==> config.mk <==
export PLATFORM = sky130hd
export DESIGN_NAME = hcd_ctrl
export DESIGN_NICKNAME = d
export VERILOG_FILES = /design/src/hw/rtl/hcd_pkg.sv /design/src/hw/rtl/hcd_ctrl.sv
export SDC_FILE = /design/constraint.sdc
export NUM_CORES = 1
export LEC_CHECK = 0
export ABC_AREA = 1
export BUFFER_PORTS_ARGS = -buffer_cell sky130_fd_sc_hd__buf_2
export CAP_MARGIN = 20
export CORE_MARGIN = 1.5
export CORE_UTILIZATION = 50
export DETAILED_ROUTE_END_ITERATION = 10
export PLACE_DENSITY_LB_ADDON = 0.3
export RECOVER_POWER = 100
export SYNTH_ARGS = -nofsm -noshare
export SYNTH_HDL_FRONTEND = slang
export SYNTH_SLANG_ARGS = --single-unit
==> constraint.sdc <==
create_clock -name clk -period 5 [get_ports clk]
set_clock_uncertainty 0.2 [all_clocks]
set_input_delay 0.25 -clock clk [delete_from_list [all_inputs] [get_ports clk]]
set_output_delay 0.25 -clock clk [all_outputs]
set_load 0.01 [all_outputs]
==> src/hw/rtl/hcd_pkg.sv <==
`default_nettype none
package hcd_pkg;
  localparam logic [1:0] OP_INSERT = 2'd0;
  localparam logic [1:0] OP_SEARCH = 2'd1;
  localparam logic [1:0] OP_DELETE = 2'd2;

  localparam logic [1:0] ST_DONE = 2'd0;
  localparam logic [1:0] ST_MISS = 2'd1;
  localparam logic [1:0] ST_FULL = 2'd2;

  localparam int KEY_W = 31;
  localparam int SIZE_W = 5;
  localparam logic [SIZE_W-1:0] SIZE_RESET = 5'd10;

  // Controller to datapath commands.
  typedef struct packed {
    logic load;       // capture the transaction, start hash
    logic hash_step;  // one restoring-division step
    logic rd_head;    // read the bucket head
    logic rd_node;    // issue a node read at cur
    logic adv;        // advance cur to link, remember prev
    logic ins_write;  // write the new node and link it in
    logic del_write;  // unlink cur and push it to the free stack
    logic pop;        // read the top of the free stack
    logic hit;        // latch the found value
    logic clr_init;   // write one free stack entry during the init sweep
  } hcd_cmd_t;

  // Datapath to controller status.
  typedef struct packed {
    logic hash_done;
    logic init_done;
    logic have;       // current node exists
    logic match;      // node key equals the key
    logic link_valid; // node has a successor
    logic pool_empty;
    logic steps_done;
  } hcd_sts_t;
endpackage
`default_nettype wire

==> src/hw/rtl/hcd_ctrl.sv <==
`default_nettype none
module hcd_ctrl (
  input  wire logic           clk,
  input  wire logic           rst_n,
  input  wire logic           in_valid,
  output logic                in_ready,
  input  wire logic [1:0]     op,
  output logic                out_valid,
  input  wire logic           out_ready,
  output logic [1:0]          status_r,
  output hcd_pkg::hcd_cmd_t   cmd,
  input  wire hcd_pkg::hcd_sts_t sts
);
  typedef enum logic [3:0] {
    S_INIT, S_IDLE, S_HASH, S_HEAD, S_POP, S_RD, S_CHK, S_INS, S_DEL, S_OUT
  } state_t;

  state_t state_r, state_nxt;
  logic [1:0] op_r, op_nxt;
  logic [1:0] status_nxt;

  assign in_ready  = (state_r == S_IDLE);
  assign out_valid = (state_r == S_OUT);

  // Next state and commands.
  always_comb begin
    state_nxt  = state_r;
    op_nxt     = op_r;
    status_nxt = status_r;
    cmd        = '0;
    unique case (state_r)
      S_INIT: begin
        cmd.clr_init = 1'b1;
        if (sts.init_done) state_nxt = S_IDLE;
      end
      S_IDLE: begin
        if (in_valid) begin
          cmd.load   = 1'b1;
          op_nxt     = op;
          status_nxt = hcd_pkg::ST_DONE;
          state_nxt  = S_HASH;
        end
      end
      S_HASH: begin
        cmd.hash_step = 1'b1;
        if (sts.hash_done) state_nxt = S_HEAD;
      end
      S_HEAD: begin
        cmd.rd_head = 1'b1;
        priority if (op_r == hcd_pkg::OP_INSERT) begin
          if (sts.pool_empty) begin
            status_nxt = hcd_pkg::ST_FULL;
            state_nxt  = S_OUT;
          end else begin
            state_nxt = S_POP;
          end
        end else if (op_r == hcd_pkg::OP_SEARCH || op_r == hcd_pkg::OP_DELETE) begin
          status_nxt = hcd_pkg::ST_MISS;
          state_nxt  = S_RD;
        end else begin
          state_nxt = S_OUT;
        end
      end
      S_POP: begin
        cmd.pop   = 1'b1;
        state_nxt = S_RD;
      end
      S_RD: begin
        // Node read for cur; skip the walk when the chain is empty.
        if (!sts.have) begin
          state_nxt = (op_r == hcd_pkg::OP_INSERT) ? S_INS : S_OUT;
        end else begin
          cmd.rd_node = 1'b1;
          state_nxt   = S_CHK;
        end
      end
      S_CHK: begin
        priority if (op_r == hcd_pkg::OP_INSERT) begin
          if (sts.link_valid && !sts.steps_done) begin
            cmd.adv   = 1'b1;
            state_nxt = S_RD;
          end else begin
            state_nxt = S_INS;
          end
        end else if (sts.match) begin
          status_nxt = hcd_pkg::ST_DONE;
          if (op_r == hcd_pkg::OP_SEARCH) begin
            cmd.hit   = 1'b1;
            state_nxt = S_OUT;
          end else begin
            state_nxt = S_DEL;
          end
        end else if (sts.link_valid && !sts.steps_done) begin
          cmd.adv   = 1'b1;
          state_nxt = S_RD;
        end else begin
          state_nxt = S_OUT;
        end
      end
      S_INS: begin
        cmd.ins_write = 1'b1;
        state_nxt     = S_OUT;
      end
      S_DEL: begin
        cmd.del_write = 1'b1;
        state_nxt     = S_OUT;
      end
      S_OUT: begin
        if (out_ready) state_nxt = S_IDLE;
      end
      default: state_nxt = S_IDLE;
    endcase
  end

  // State and registered outputs.
  always_ff @(posedge clk) begin
    if (!rst_n) begin
      state_r  <= S_INIT;
      op_r     <= hcd_pkg::OP_INSERT;
      status_r <= hcd_pkg::ST_DONE;
    end else begin
      state_r  <= state_nxt;
      op_r     <= op_nxt;
      status_r <= status_nxt;
    end
  end

  // The output holds until it is taken.
  a_out_hold: assert property (@(posedge clk) disable iff (!rst_n)
    out_valid && !out_ready |=> out_valid && $stable(status_r))
    else $error("result changed while stalled");
  // No new transaction while a result waits.
  a_excl: assert property (@(posedge clk) disable iff (!rst_n)
    !(in_ready && out_valid)) else $error("input and output overlap");
  // Only one write command at a time.
  a_onewr: assert property (@(posedge clk) disable iff (!rst_n)
    $onehot0({cmd.ins_write, cmd.del_write, cmd.clr_init}))
    else $error("concurrent writes");
endmodule
`default_nettype wire

==> impl_metrics.csv <==
group,metric,value,unit
synthesis,synthesis.nets,147,
setup_path,cp_data_required_time,4550,ps
synthesis,ys_seq_elements,8,
place,gp_congestion,0.878,
clock_network,clock_path_buffers,2,
clock_network,cts_resized,0,
sta,slew_headroom,0.766,
pwr,p_total,0.000376,W
flow_run,maxCapViolCount,0,
place,port_buffers,26,
route,drtIter0Drc,36,
synthesis,yosys_warnings,0,
setup_path,rr_worst_depth,10,
final_layout,area_growth,19.3,%
setup_path,criticalPathCategory,"flip-flop to output port",
place,dp_hpwl,1620,um
global_routing,grt_pass1_vias,713,
sta,finalHoldViolations,0,
sta,tns,0,ps
clock_network,cts_buffers,3,
floorplanning,die_w,40.9,um
setup_path,crit_path_end_kind,"output port",
sta,setup_viol,0,
pwr,pwr-share-seq,0.274,
floorplanning,initial_utilization,0.545,
floorplanning,dieHeight,40.9,um
global_routing,track_usage,0.268,
sta,rsz0062_at_grt,"no",
final_layout,drive_gt1_frac,0.150,
pwr,clockPowerShare,0.133,
min_path,hold_path_class,"input port to flip-flop",
clock_network,cts_tree,"built",
route,wl,1960,um
floorplanning,ioPinCount,27,
setup_path,startpoint_type,"flip-flop",
final_layout,diodes,0,
setup_path,cp.arrival,1600,ps
synthesis,synth_area_per_cell,5.48,sq um
final_layout,fillers,145,
global_routing,grt_pass1_wl,2900,um
route,drcViolationCount,0,
clock_network,h-tree-depth,1,
pwr,ir_worst_vdd,0.000238,V
clock_network,root_buffer,"clkbuf_4",
clock_network,insertion_delay,260,ps
floorplanning,core,1320,sq um
final_layout,fin_nets,178,
clock_network,post_cts_buffers,0,
min_path,min_path_cells,3,
sta,fmax,489,MHz
outcome,outcome,"completed",
pwr,power.density,439,nW/um^2
floorplanning,rows,13,
pwr,p_sw_frac,0.511,
synthesis,syn_inst,131,
global_routing,antenna_found_initial,0,
pwr,intPower,0.000184,W
floorplanning,dieArea,1670,sq um
route,vias_per_cell,5.22,
route,wire_per_inst,11.2,um
synthesis,synth_cell_types,16,
sta,maxSlewViolCount,0,
sta,worst_pin_slew,350,ps
route,vias,914,
pwr,comb_power_share,0.593,
synthesis,syn_area,718,sq um
pwr,p_sw,0.000192,W
setup_path,worstPathMaxFanout,7,
sta,fin_crit_sh,0.409,
synthesis,seq_area_frac_synth,0.223,
global_routing,grt_max_degree,8,
global_routing,overflow,0,
clock_network,cts.sinks,8,
route,antenna_left,0,
sta,fin_crit,2050,ps
clock_network,clk_pin_slew_worst_paths,60,ps
route,dr.pass1.iters,4,
pwr,p_leak,0.511,nW
clock_network,cts_hold_buf,0,
## layer usage
| layer | wire length [um] | up-vias | GRT usage |
|---|---|---|---|
| met5 | 0 | - | 0 |
| met4 | 57 | 0 | 0.150 |
| met3 | 139 | 8 | 0.0163 |
| met2 | 1010 | 52 | 0.504 |
| li1 | - | 457 | - |
| met1 | 758 | 397 | 0.290 |
## power by group through the flow
stage | Combinational, W | Clock, W | Sequential, W
floorplan | 0.000162 | 0 | 0.000104
global placement | 0.000223 | 0 | 0.000103
detailed placement | 0.000231 | 0 | 0.000104
CTS | 0.000232 | 0.0000503 | 0.000103
global route | 0.000254 | 0.0000520 | 0.000107
finish | 0.000223 | 0.0000500 | 0.000103
## cells by family (layout without fill, tap and decap cells)
logic type,count (synthesis),after routing,synth area share
buffers and inverters,24,53,0.125
adder cells (fa/ha/maj),3,3,0.0523
AND/OR/NAND/NOR,86,86,0.524
AO/OA/AOI/OAI,10,10,0.0749
flip-flops,8,8,0.223
## critical path: stages (launching register included)
cell and delay [ps]:
dfxtp_1 330, inv_1 100, ha_1 230, inv_1 140, nand2_1 160, nand2_2 80
nor2_1 130, clkbuf_1 170
## metrics by stage
step           setup WS, ps  area [sq um]  hold slack, ps   util  instances
4_1_cts                2980           890            74.0  0.675        175
6_report               2950           857            72.0  0.651        175
5_1_grt                2870           857            93.3  0.651        175
3_5_place_dp           3230           867             270  0.658        172
2_1_floorplan          3400           718             148      -        131
3_3_place_gp           3340           867             266  0.658        172
## state kept, by name (all words and copies together) (netlist names)
| name | count |
|---|---|
| op_r | 2 |
| state_r | 4 |
| status_r | 2 |
## final timing paths
kind | startpoint | end | slack, ps
hold / removal | rst_n | state_r[3]$_SDFFE_PN0P_ | 70
setup reg to reg | op_r[0]$_SDFFE_PN0P_ | status_r[0]$_SDFFE_PN0P_ | 3130
setup / recovery | op_r[1]$_SDFFE_PN0P_ | cmd[5] | 2950
hold reg to reg | status_r[0]$_SDFFE_PN0P_ | status_r[0]$_SDFFE_PN0P_ | 290
## Yosys cell counts
cell type  number  area [sq um]
dfxtp_1         8           160
a31oi_1         1          6.26
nor2_4          3          33.8
a21oi_1         6          30.0
nor2_2          2          12.5
inv_2           2          7.51
nand2_1        44           165
ha_1            3          37.5
nand3_1        11          55.1
nand2_2         3          18.8
nor3_1          2          10.0
nand4_1         1          6.26
o21ai_0         2          10.0
inv_1          22          82.6
o211ai_1        1          7.51
nor2_1         20          75.1
## cells in the final DEF, fill, tap and decap left out, drive strengths merged
master	count
inv	24
nand4	1
a21oi	6
a31oi	1
dfxtp	8
clkbuf	15
o211ai	1
nand2	47
ha	3
nand3	11
o21ai	2
nor3	2
nor2	25
buf	14
## final cells by class
| class | instances | area (sq um) | area share |
|---|---|---|---|
| clock buffers | 3 | 22.5 | 0.0263 |
| flip-flops and latches | 8 | 160 | 0.187 |
| well taps | 15 | 18.8 | 0.0219 |
| repair buffers | 26 | 115 | 0.134 |
| inverters | 24 | 90.1 | 0.105 |
| multi-input cells | 99 | 450 | 0.526 |
No activity file was read; power rests on OpenSTA's default activity.
